## src/sv/tcra_pkg.sv

```systemverilog
`timescale 1ns / 1ps

package tcra_pkg;

  // Receive window size in slots
  localparam int WINDOW_SLOTS = 64;
  localparam int SLOT_W       = (WINDOW_SLOTS > 1) ? $clog2(WINDOW_SLOTS) : 1;
  localparam int CNT_W        = $clog2(WINDOW_SLOTS + 1);
  localparam int SEQ_W        = 32;

  typedef logic [SLOT_W-1:0] slot_t;
  typedef logic [CNT_W-1:0]  cnt_t;
  typedef logic [SEQ_W-1:0]  seq_t;

  // Operations of the shared adder
  typedef enum logic {
    OP_SUB,
    OP_INC
  } alu_op_t;

  // Sequencer states
  typedef enum logic [2:0] {
    S_IDLE,
    S_DIFF,
    S_MARK,
    S_SCAN,
    S_EMIT
  } state_t;

  // Bitmap control from the sequencer
  typedef struct packed {
    logic  set_en;
    slot_t set_slot;
    logic  clr_en;
    slot_t clr_slot;
  } mark_ctl_t;

endpackage

```

## src/sv/tcra_if.sv

```systemverilog
`timescale 1ns / 1ps

interface tcra_in_if;
  import tcra_pkg::*;
  logic valid;
  logic ready;
  seq_t seq_number;

  modport source (output valid, output seq_number, input ready);
  modport sink   (input valid, input seq_number, output ready);
endinterface

interface tcra_out_if;
  import tcra_pkg::*;
  logic valid;
  logic ready;
  seq_t ack_number;
  logic send_ack;
  logic out_of_window;

  modport source (output valid, output ack_number, output send_ack,
                  output out_of_window, input ready);
  modport sink   (input valid, input ack_number, input send_ack,
                  input out_of_window, output ready);
endinterface

```

## src/sv/tcra_alu.sv

```systemverilog
`timescale 1ns / 1ps

module tcra_alu (
  input  tcra_pkg::alu_op_t op,
  input  tcra_pkg::seq_t    a,
  input  tcra_pkg::seq_t    b,
  output tcra_pkg::seq_t    y
);
  import tcra_pkg::*;

  seq_t opnd_b;
  logic cin;

  // Select second operand: negate for distance, carry-in of one for base advance
  always_comb begin
    case (op)
      OP_SUB: begin
        opnd_b = ~b;
        cin    = 1'b1;
      end
      OP_INC: begin
        opnd_b = '0;
        cin    = 1'b1;
      end
      default: begin
        opnd_b = '0;
        cin    = 1'b0;
      end
    endcase
  end

  assign y = a + opnd_b + seq_t'(cin);

endmodule

```

## src/sv/tcra_marks.sv

```systemverilog
`timescale 1ns / 1ps

module tcra_marks (
  input  logic                 clk,
  input  logic                 rst_n,
  input  tcra_pkg::mark_ctl_t  ctl,
  input  tcra_pkg::slot_t      rd_slot,
  output logic                 rd_bit
);
  import tcra_pkg::*;

  logic [WINDOW_SLOTS-1:0] marks_r;
  logic [WINDOW_SLOTS-1:0] marks_nxt;

  // Set the arriving slot, clear the slot the base passes
  always_comb begin
    marks_nxt = marks_r;
    if (ctl.set_en) begin
      marks_nxt[ctl.set_slot] = 1'b1;
    end
    if (ctl.clr_en) begin
      marks_nxt[ctl.clr_slot] = 1'b0;
    end
  end

  always_ff @(posedge clk) begin
    if (!rst_n) begin
      marks_r <= '0;
    end else begin
      marks_r <= marks_nxt;
    end
  end

  assign rd_bit = marks_r[rd_slot];

endmodule

```

## src/sv/tcp_receive_cumulative_ack_unit.sv

```systemverilog
`timescale 1ns / 1ps

// Cumulative-ack receiver. Each word on in_ch is the sequence number of an
// arriving packet; each gives one word on out_ch with the new receive base
// as ack_number. Sequences are compared modulo 2^32. A packet below the base
// gives send_ack = 0; one beyond the window of WINDOW_SLOTS slots gives
// out_of_window = 1 and is not stored. An in-window packet is marked in a ring
// bitmap, after which the base advances over consecutive marked slots, one
// slot per cycle, through a single shared 32-bit adder. Per packet the base
// advances by 0 to WINDOW_SLOTS slots; a dropped or old packet skips the
// scan. in_ch is not ready while an item is being worked on; the result
// sits in an output register so the next word can be accepted while it
// waits to be taken.
module tcp_receive_cumulative_ack_unit (
  input  logic             clk,
  input  logic             rst_n,
  tcra_in_if.sink          in_ch,
  tcra_out_if.source       out_ch
);
  import tcra_pkg::*;

  state_t    state_r, state_nxt;
  seq_t      seq_r, seq_nxt;
  seq_t      dist_r, dist_nxt;
  seq_t      base_r, base_nxt;
  slot_t     base_slot_r, base_slot_nxt;
  cnt_t      cnt_r, cnt_nxt;
  logic      send_r, send_nxt;
  logic      oow_r, oow_nxt;
  logic      out_valid_r, out_valid_nxt;
  seq_t      out_ack_r, out_ack_nxt;
  logic      out_send_r, out_send_nxt;
  logic      out_oow_r, out_oow_nxt;

  alu_op_t   alu_op;
  seq_t      alu_y;
  mark_ctl_t mark_ctl;
  logic      mark_bit;
  logic [SLOT_W:0] slot_sum;
  slot_t     set_slot;

  tcra_alu u_alu (
    .op (alu_op),
    .a  ((state_r == S_DIFF) ? seq_r : base_r),
    .b  (base_r),
    .y  (alu_y)
  );

  tcra_marks u_marks (
    .clk     (clk),
    .rst_n   (rst_n),
    .ctl     (mark_ctl),
    .rd_slot (base_slot_r),
    .rd_bit  (mark_bit)
  );

  // Ring slot of an in-window packet
  always_comb begin
    slot_sum = {1'b0, base_slot_r} + {1'b0, dist_r[SLOT_W-1:0]};
    if (slot_sum >= (SLOT_W+1)'(WINDOW_SLOTS)) begin
      slot_sum = slot_sum - (SLOT_W+1)'(WINDOW_SLOTS);
    end
    set_slot = slot_sum[SLOT_W-1:0];
  end

  assign in_ch.ready = (state_r == S_IDLE);

  // Sequencer: next state and datapath control
  always_comb begin
    state_nxt     = state_r;
    seq_nxt       = seq_r;
    dist_nxt      = dist_r;
    base_nxt      = base_r;
    base_slot_nxt = base_slot_r;
    cnt_nxt       = cnt_r;
    send_nxt      = send_r;
    oow_nxt       = oow_r;
    out_valid_nxt = out_valid_r;
    out_ack_nxt   = out_ack_r;
    out_send_nxt  = out_send_r;
    out_oow_nxt   = out_oow_r;
    alu_op        = OP_INC;
    mark_ctl      = '0;

    // Drop the output word once taken
    if (out_valid_r && out_ch.ready) begin
      out_valid_nxt = 1'b0;
    end

    case (state_r)
      S_IDLE: begin
        if (in_ch.valid) begin
          seq_nxt   = in_ch.seq_number;
          state_nxt = S_DIFF;
        end
      end
      S_DIFF: begin
        alu_op    = OP_SUB;
        dist_nxt  = alu_y;
        state_nxt = S_MARK;
      end
      S_MARK: begin
        cnt_nxt = '0;
        if (dist_r[SEQ_W-1]) begin
          send_nxt  = 1'b0;
          oow_nxt   = 1'b0;
          state_nxt = S_EMIT;
        end else if (dist_r >= SEQ_W'(WINDOW_SLOTS)) begin
          send_nxt  = 1'b1;
          oow_nxt   = 1'b1;
          state_nxt = S_EMIT;
        end else begin
          send_nxt          = 1'b1;
          oow_nxt           = 1'b0;
          mark_ctl.set_en   = 1'b1;
          mark_ctl.set_slot = set_slot;
          state_nxt         = S_SCAN;
        end
      end
      S_SCAN: begin
        // Advance the base over one marked slot per cycle
        if (mark_bit && (cnt_r != CNT_W'(WINDOW_SLOTS))) begin
          alu_op            = OP_INC;
          base_nxt          = alu_y;
          mark_ctl.clr_en   = 1'b1;
          mark_ctl.clr_slot = base_slot_r;
          cnt_nxt           = cnt_r + CNT_W'(1);
          if (base_slot_r == SLOT_W'(WINDOW_SLOTS - 1)) begin
            base_slot_nxt = '0;
          end else begin
            base_slot_nxt = base_slot_r + SLOT_W'(1);
          end
        end else begin
          state_nxt = S_EMIT;
        end
      end
      S_EMIT: begin
        // Hold until the output register is free
        if (!out_valid_r || out_ch.ready) begin
          out_valid_nxt = 1'b1;
          out_ack_nxt   = base_r;
          out_send_nxt  = send_r;
          out_oow_nxt   = oow_r;
          state_nxt     = S_IDLE;
        end
      end
      default: begin
        state_nxt = S_IDLE;
      end
    endcase
  end

  // Control state
  always_ff @(posedge clk) begin
    if (!rst_n) begin
      state_r     <= S_IDLE;
      base_r      <= '0;
      base_slot_r <= '0;
      cnt_r       <= '0;
      out_valid_r <= 1'b0;
    end else begin
      state_r     <= state_nxt;
      base_r      <= base_nxt;
      base_slot_r <= base_slot_nxt;
      cnt_r       <= cnt_nxt;
      out_valid_r <= out_valid_nxt;
    end
  end

  // Payload
  always_ff @(posedge clk) begin
    seq_r      <= seq_nxt;
    dist_r     <= dist_nxt;
    send_r     <= send_nxt;
    oow_r      <= oow_nxt;
    out_ack_r  <= out_ack_nxt;
    out_send_r <= out_send_nxt;
    out_oow_r  <= out_oow_nxt;
  end

  assign out_ch.valid         = out_valid_r;
  assign out_ch.ack_number    = out_ack_r;
  assign out_ch.send_ack      = out_send_r;
  assign out_ch.out_of_window = out_oow_r;

  // Advance never passes the window size
  a_cnt_bound: assert property (@(posedge clk) disable iff (!rst_n)
    cnt_r <= CNT_W'(WINDOW_SLOTS))
    else $error("scan count beyond window");

  // Base and its ring slot move only during the scan
  a_base_scan: assert property (@(posedge clk) disable iff (!rst_n)
    (state_r != S_SCAN) |=> $stable(base_r) && $stable(base_slot_r))
    else $error("base moved outside scan");

  // A dropped or old packet goes straight to the result
  a_drop_emit: assert property (@(posedge clk) disable iff (!rst_n)
    (state_r == S_MARK) && (dist_r[SEQ_W-1] || (dist_r >= SEQ_W'(WINDOW_SLOTS)))
    |=> (state_r == S_EMIT))
    else $error("dropped packet did not go to emit");

  // An out-of-window result always carries an ack
  a_oow_ack: assert property (@(posedge clk) disable iff (!rst_n)
    out_valid_r |-> (out_send_r || !out_oow_r))
    else $error("out-of-window word without ack");

  // Each accepted word starts the distance step
  a_accept_diff: assert property (@(posedge clk) disable iff (!rst_n)
    (in_ch.valid && in_ch.ready) |=> (state_r == S_DIFF))
    else $error("accepted word did not start");

endmodule
```

## src/flat_wrapper.sv

```systemverilog
// flat-port wrapper written by rule: the top's interface ports become plain ports
module tcp_receive_cumulative_ack_unit_flat import tcra_pkg::*;
  (clk, rst_n, in_ch_valid, in_ch_seq_number, in_ch_ready, out_ch_valid, out_ch_ack_number, out_ch_send_ack, out_ch_out_of_window, out_ch_ready);
  tcra_in_if in_ch_i ();
  tcra_out_if out_ch_i ();
  input  logic clk;
  input  logic rst_n;
  input wire logic [$bits(in_ch_i.valid)-1:0] in_ch_valid;
  input wire logic [$bits(in_ch_i.seq_number)-1:0] in_ch_seq_number;
  output wire logic [$bits(in_ch_i.ready)-1:0] in_ch_ready;
  output wire logic [$bits(out_ch_i.valid)-1:0] out_ch_valid;
  output wire logic [$bits(out_ch_i.ack_number)-1:0] out_ch_ack_number;
  output wire logic [$bits(out_ch_i.send_ack)-1:0] out_ch_send_ack;
  output wire logic [$bits(out_ch_i.out_of_window)-1:0] out_ch_out_of_window;
  input wire logic [$bits(out_ch_i.ready)-1:0] out_ch_ready;
  assign in_ch_i.valid = in_ch_valid;
  assign in_ch_i.seq_number = in_ch_seq_number;
  assign in_ch_ready = in_ch_i.ready;
  assign out_ch_valid = out_ch_i.valid;
  assign out_ch_ack_number = out_ch_i.ack_number;
  assign out_ch_send_ack = out_ch_i.send_ack;
  assign out_ch_out_of_window = out_ch_i.out_of_window;
  assign out_ch_i.ready = out_ch_ready;
  tcp_receive_cumulative_ack_unit u_core (.clk(clk), .rst_n(rst_n), .in_ch(in_ch_i), .out_ch(out_ch_i));
endmodule
```

## config.mk

```make
export PLATFORM = sky130hd
export DESIGN_NAME = tcp_receive_cumulative_ack_unit_flat
export DESIGN_NICKNAME = d
export VERILOG_FILES = /design/src/sv/tcra_pkg.sv /design/src/sv/tcra_if.sv /design/src/sv/tcra_alu.sv /design/src/sv/tcra_marks.sv /design/src/sv/tcp_receive_cumulative_ack_unit.sv /design/src/flat_wrapper.sv
export SDC_FILE = /design/constraint.sdc
export NUM_CORES = 1
export LEC_CHECK = 0
export BUFFER_PORTS_ARGS = -buffer_cell sky130_fd_sc_hd__buf_2
export CAP_MARGIN = 20
export CORE_MARGIN = 2
export CORE_UTILIZATION = 35
export DETAILED_ROUTE_END_ITERATION = 10
export GPL_TIMING_DRIVEN = 1
export MAX_ROUTING_LAYER = met4
export PLACE_DENSITY = 0.53
export SLEW_MARGIN = 20
export SYNTH_ARGS = -nofsm -noshare
export SYNTH_HDL_FRONTEND = slang
export SYNTH_SLANG_ARGS = --single-unit
```

## constraint.sdc

```tcl
create_clock -name clk -period 6.2 [get_ports clk]
set_clock_uncertainty 0.2 [all_clocks]
set_input_delay 0.93 -clock clk [delete_from_list [all_inputs] [get_ports clk]]
set_output_delay 0.93 -clock clk [all_outputs]
set_load 0.01 [all_outputs]
```

; ---- Word level (Yosys, flattened, before mapping)
; Index checks and enable logic that the tools add are counted.
[op_classes]
reduce_logical = 13
eq_ne = 10
n_addsub = 6
bitwise_logic = 4
muxes = 31
n_lt_le_gt_ge = 7
[ops]
columns = cell, count
row1 = $mux 64, 2
row2 = $and 64x64->64, 1
row3 = $not 64->64, 1
row4 = $or 64x64->64, 1
row5 = $pmux 32 s2, 1
row6 = $mux 7, 6
row7 = $add 32x1->32 const B, 1
row8 = $add 32x32->32, 1
row9 = $ge 32x7->1 const B, 1
row10 = $mux 32, 1
row11 = $not 32->32, 1
row12 = $lt 6x7->1 const B, 3
row13 = $mux 3, 5
row14 = $pmux 3 s5, 1
row15 = $pmux 7 s2, 1
row16 = $demux 1 s6, 2
row17 = $ge 6x1->1 const B, 2
row18 = $mux 6, 2
row19 = $mux 1, 9
row20 = $reduce_and 2->1, 4
row21 = $add 6x6->7, 1
row22 = $add 7x1->7 const B, 1
row23 = $ge 7x7->1 const B, 1
row24 = $ne 7x7->1 const B, 1
row25 = other kinds (15), 21
[word_totals]
input_bits = 36
elab_cells = 84
ff_bits = 213

; ---- Longest topological paths before layout
[logic_depth]
word_depth = 14
ltp_mapped = 15

; ---- Modules after synthesis
; A second synthesis with hierarchy kept.
[unflattened]
hier_cells = 1105
hier_area_um2 = 10865.4
[by_module_without_submodules]
columns = mod, area_each_um2, cells_per_inst, n_inst
row1 = tcp_receive_cumulative_ack_unit, 5698.0, 435, 1
row2 = tcra_marks, 3070.4, 361, 1
row3 = tcra_alu, 2097.0, 309, 1

; ---- Worst setup path before layout
; Ideal clock, no wire load.
[synth_path]
path_kind = register to register
start = register u_core.state_r[0]
end = register u_core.dist_r[29] (data pin)
required_ps = 5740
slack_ps = 1471
arrival_ps = 4268
stages_incl_launch_ff = 16
path_cell_list = dfxtp_1 -> or3b_2 -> clkbuf_1 -> clkinv_1 -> clkbuf_1 -> nand2_1 -> nand2_1 -> ha_1 -> a21o_1 -> a21oi_1 -> o21ai_0 -> or4_1 -> o21ai_1 -> nand2_1 -> a31oi_1 -> xnor2_1
[synth_via]
elab_chain_len = 5
[synth_rtl]
columns = element, line
row1 = start: declaration, tcp_receive_cumulative_ack_unit.sv:22  ; state_t state_r, state_nxt;
row2 = start signal: assignment, tcp_receive_cumulative_ack_unit.sv:162  ; state_r <= state_nxt;
row3 = $eq 3x1->1 *, "tcp_receive_cumulative_ack_unit.sv:44, tcp_receive_cumulative_ack_unit.sv:90"
row4 = $mux 1, --
row5 = $pmux 32 s2, tcra_alu.sv:16  ; case (op)
row6 = $add 32x32->32 *, tcra_alu.sv:32  ; assign y = a + opnd_b + seq_t'(cin);
row7 = $add 32x1->32 *, tcra_alu.sv:32
row8 = named net u_core.alu_y[29], tcp_receive_cumulative_ack_unit.sv:36  ; seq_t alu_y;
row9 = end signal: assignment, tcp_receive_cumulative_ack_unit.sv:173  ; dist_r <= dist_nxt;
row10 = end: declaration, tcp_receive_cumulative_ack_unit.sv:24  ; seq_t dist_r, dist_nxt;
; The timed path passes the listed nets; every way through them passes the cells marked *.
; A chain may end at the register's enable or synchronous reset.

; ---- Worst setup path in the final report
[layout_path]
start = register u_core.state_r[0]
end = register u_core.base_r[30]
[layout_via]
elab_chain_len = 5
[layout_rtl]
columns = element, line
row1 = $eq 3x1->1 *, "tcp_receive_cumulative_ack_unit.sv:44, tcp_receive_cumulative_ack_unit.sv:90"
row2 = $mux 1, --
row3 = $pmux 32 s2, tcra_alu.sv:16
row4 = $add 32x32->32 *, tcra_alu.sv:32
row5 = $add 32x1->32 *, tcra_alu.sv:32
row6 = named net u_core.alu_y[30], tcp_receive_cumulative_ack_unit.sv:36
row7 = end signal: assignment, tcp_receive_cumulative_ack_unit.sv:163  ; base_r <= base_nxt;
row8 = end: declaration, tcp_receive_cumulative_ack_unit.sv:25  ; seq_t base_r, base_nxt;
; Marks and branches as above.

==> metrics.txt <==
Lkg Pwr=4.55 nW; CTS clk-pin slew, worst paths=0.06 ns; Area growth, synth to finish=14.1%; sequential-to-total area share from yosys stat=49.6%; WL per Instance=18.1 um; hold path startpoint=u_core.send_r; Routed WL=28200 um; CTS buffer count=24; count of final setup violators=0; # Post-CTS Setup Buffers=0; routability cong.=0.892; critical path peak fanout=31; mean number of vias per cell=5.28; Async SR Flop Fraction=0%; CTS tree=built; R2R setup slack=1.46 ns; drt first-iter violations=555; hold path cells=0; most frequent cell after synthesis=nor2_1; initial antenna violation count=0; MaxCap Viol Count=0; met3 wire len=1290 um; clock root cell=clkbuf_16; share of the synthesized area in the top cell type=28.3%; Max transition margin=27.6%; crit path launch type=flop; Synth Net Count=1154; Core Util, Final=40.7%; Post-Synth Simple-Gate Area=18.3%; Die H=178 um; metal2 WL=13100 um; Min Clock Period, post-route=4.74 ns; WHS Endpoint=u_core.out_ch.send_ack; number of diodes=0; capture point of the worst reg-to-reg path=u_core.base_r[30]; Worst Hold Class=flop to flop; Post-Synth Adder-Cell Area=4.98%; First-pass DRT Iterations=5; status=finished clean; CTS hold repair buffers=0; DR vias=8197; Port Buffers=71; final worst-path cycle share=76.5%; crit path kind=flop to flop; ranking of synthesized cells by area=edfxtp_1, dfxtp_1, nor2_1; Die W=178 um; Worst Reg-to-Reg Cells=14; CP required=6.41 ns; final worst setup slack=1.46 ns; pre-CTS setup slack=1.44 ns; post-DP HPWL=19400 um; # H-tree levels=1; global route overflow=0; Post-Synth XOR/XNOR Area=3.22%; RSZ-0062 raised after global routing=false; Worst Tran Pin Value=1.08 ns; core area=0.0297 mm2; Clock Path Buffers=3; multiplexer share of the synthesized area=5.57%; I/O pins=72; placed insts=1508; Ys Warns=0; clk_lat worst skew=0.52 ns; most frequent cells after synthesis=nor2_1, nand2_1, dfxtp_1, edfxtp_1, a21oi_1; Synth cell types=78; met1 wire length=13000 um; hold slack=0.217 ns; global-route wire length before repair=44700 um; Most used DFF post-synth=dfxtp_1; max layer used=met4; FMAX=211 MHz; GRT Total Usage=18.6%; Synth Cell Area=0.0106 mm2; final cell count without fillers=1552; Synth area leader=edfxtp_1; layout cells sized above 1=14.5%; #FFs+latches synth=213; synthesized instance count=1077; Syn Area/Cell=9.85 um2; Final Hold Viols=0; CP arrival=4.95 ns; Sink Count=213; vias in the first global route=8020; EDFF count, synth=100; Gates resized, CTS repair=0; FF-to-FF Start=u_core.state_r[0]; Max VDD drop=0.191 mV; Final TNS setup=0 ns; compound-gate portion of the synthesized area=15.3%; DR DRC count=0; largest net degree at the start of global routing=57; die area=0.0317 mm2; # nets final=1221; num rows=63; CP Capture Type=flop; pwr/cell area=272 mW/mm2; Slew Limit Fails=0; Antenna Violating Nets Remaining=0; largest family of logic cells by synthesized area=simple AND/OR/NAND/NOR gates; Initial Util=35.7%
==> worst max-delay path by stage <==
| stage | start | to | slack [ns] | cells past startpoint |
|---|---|---|---|---|
| after floorplan | u_core.state_r[0] | u_core.dist_r[29] | 1.47 | 15 |
| after global placement | u_core.state_r[0] | u_core.base_r[30] | 1.55 | 14 |
| after detailed placement | u_core.state_r[0] | u_core.base_r[30] | 1.44 | 14 |
| after CTS | u_core.state_r[0] | u_core.base_r[30] | 1.42 | 14 |
| after global routing | u_core.state_r[0] | u_core.dist_r[31] | 1.09 | 13 |
| final | u_core.state_r[0] | u_core.base_r[30] | 1.46 | 14 |
==> cell usage in the layout (no fill, tap or decap), types with 7 or more instances in the layout <==
master,n
nor2_1,145
nand2_1,141
dfxtp_1,113
edfxtp_1,100
a21oi_1,99
buf_2,71
o21ai_0,51
ha_1,39
xnor2_1,27
inv_1,25
clkbuf_16,25
mux2i_1,23
nand2b_1,20
nor3_1,20
a211oi_1,19
nand3_1,16
mux4_2,14
buf_4,14
xor2_1,12
a21o_1,10
nor3_2,9
a31oi_1,8
nor2b_1,8
nor4_1,8
nand4_1,7
a21boi_0,7
and2_1,7
==> flip-flops by register name, summed over array words and instances, names as in the netlist <==
name and cells:
u_core.u_marks.marks_r 64, u_core.out_ch.ack_number 32, u_core.send_r 1, u_core.dist_r 32, u_core.cnt_r 7, u_core.base_r 32, u_core.oow_r 1, u_core.state_r 3
u_core.out_ch.send_ack 1, u_core.out_ch.valid 1, u_core.out_ch.out_of_window 1, u_core.base_slot_r 6, u_core.seq_r 32
==> cell type report <==
type	count	area, um2
fillers	2912	17600
flip-flops and latches	213	5270
multi-input cells	792	5050
clock buffers	31	658
well taps	390	488
repair buffers	86	480
inverters	27	101
clock inverters	13	68.8
==> cells by family (layout without fill, tap and decap cells) <==
family / after synthesis / in the layout
compound gates: 255 / 255
xor+xnor: 39 / 39
fa+ha+maj: 41 / 41
buf+inv: 72 / 157
flops: 213 / 213
mux: 41 / 41
simple gates: 416 / 416
==> power breakdown <==
| part | switching (mW) | total [mW] | internal (mW) |
|---|---|---|---|
| combinational | 0.270 | 0.411 | 0.141 |
| sequential | 0.0222 | 1.57 | 1.55 |
| clock | 0.566 | 1.32 | 0.749 |
| total | 0.859 | 3.30 | 2.44 |
==> worst max-delay path: stages (launching register included) <==
cell and delay [ns]:
dfxtp_1 0.43, or3b_2 0.76, inv_2 0.57, mux2i_1 0.29, ha_1 0.18, inv_1 0.05
fa_1 0.40, a21o_1 0.21, a221o_1 0.34, a21oi_1 0.28, a221oi_1 0.14, nor2_1 0.24
a21oi_1 0.12, xor2_1 0.18, o211a_1 0.22
==> metal layers <==
| layer | GRT usage [%] | up-vias |
|---|---|---|
| met5 | - | - |
| met4 | 5.50 | 0 |
| met3 | 2.75 | 54 |
| met2 | 29.9 | 211 |
| met1 | 24.3 | 3902 |
| li1 | - | 4030 |
==> per-stage QoR <==
| stage | instance area (um2) | total power, mW |
|---|---|---|
| 2_1_floorplan | 10600 | 1.89 |
| 3_3_place_gp | 11400 | 2.01 |
| 3_5_place_dp | 11400 | 2.02 |
| 4_1_cts | 12100 | 3.34 |
| 5_1_grt | 12100 | 3.45 |
| 6_report | 12100 | 3.30 |
Power figures use the tool's default switching activity.
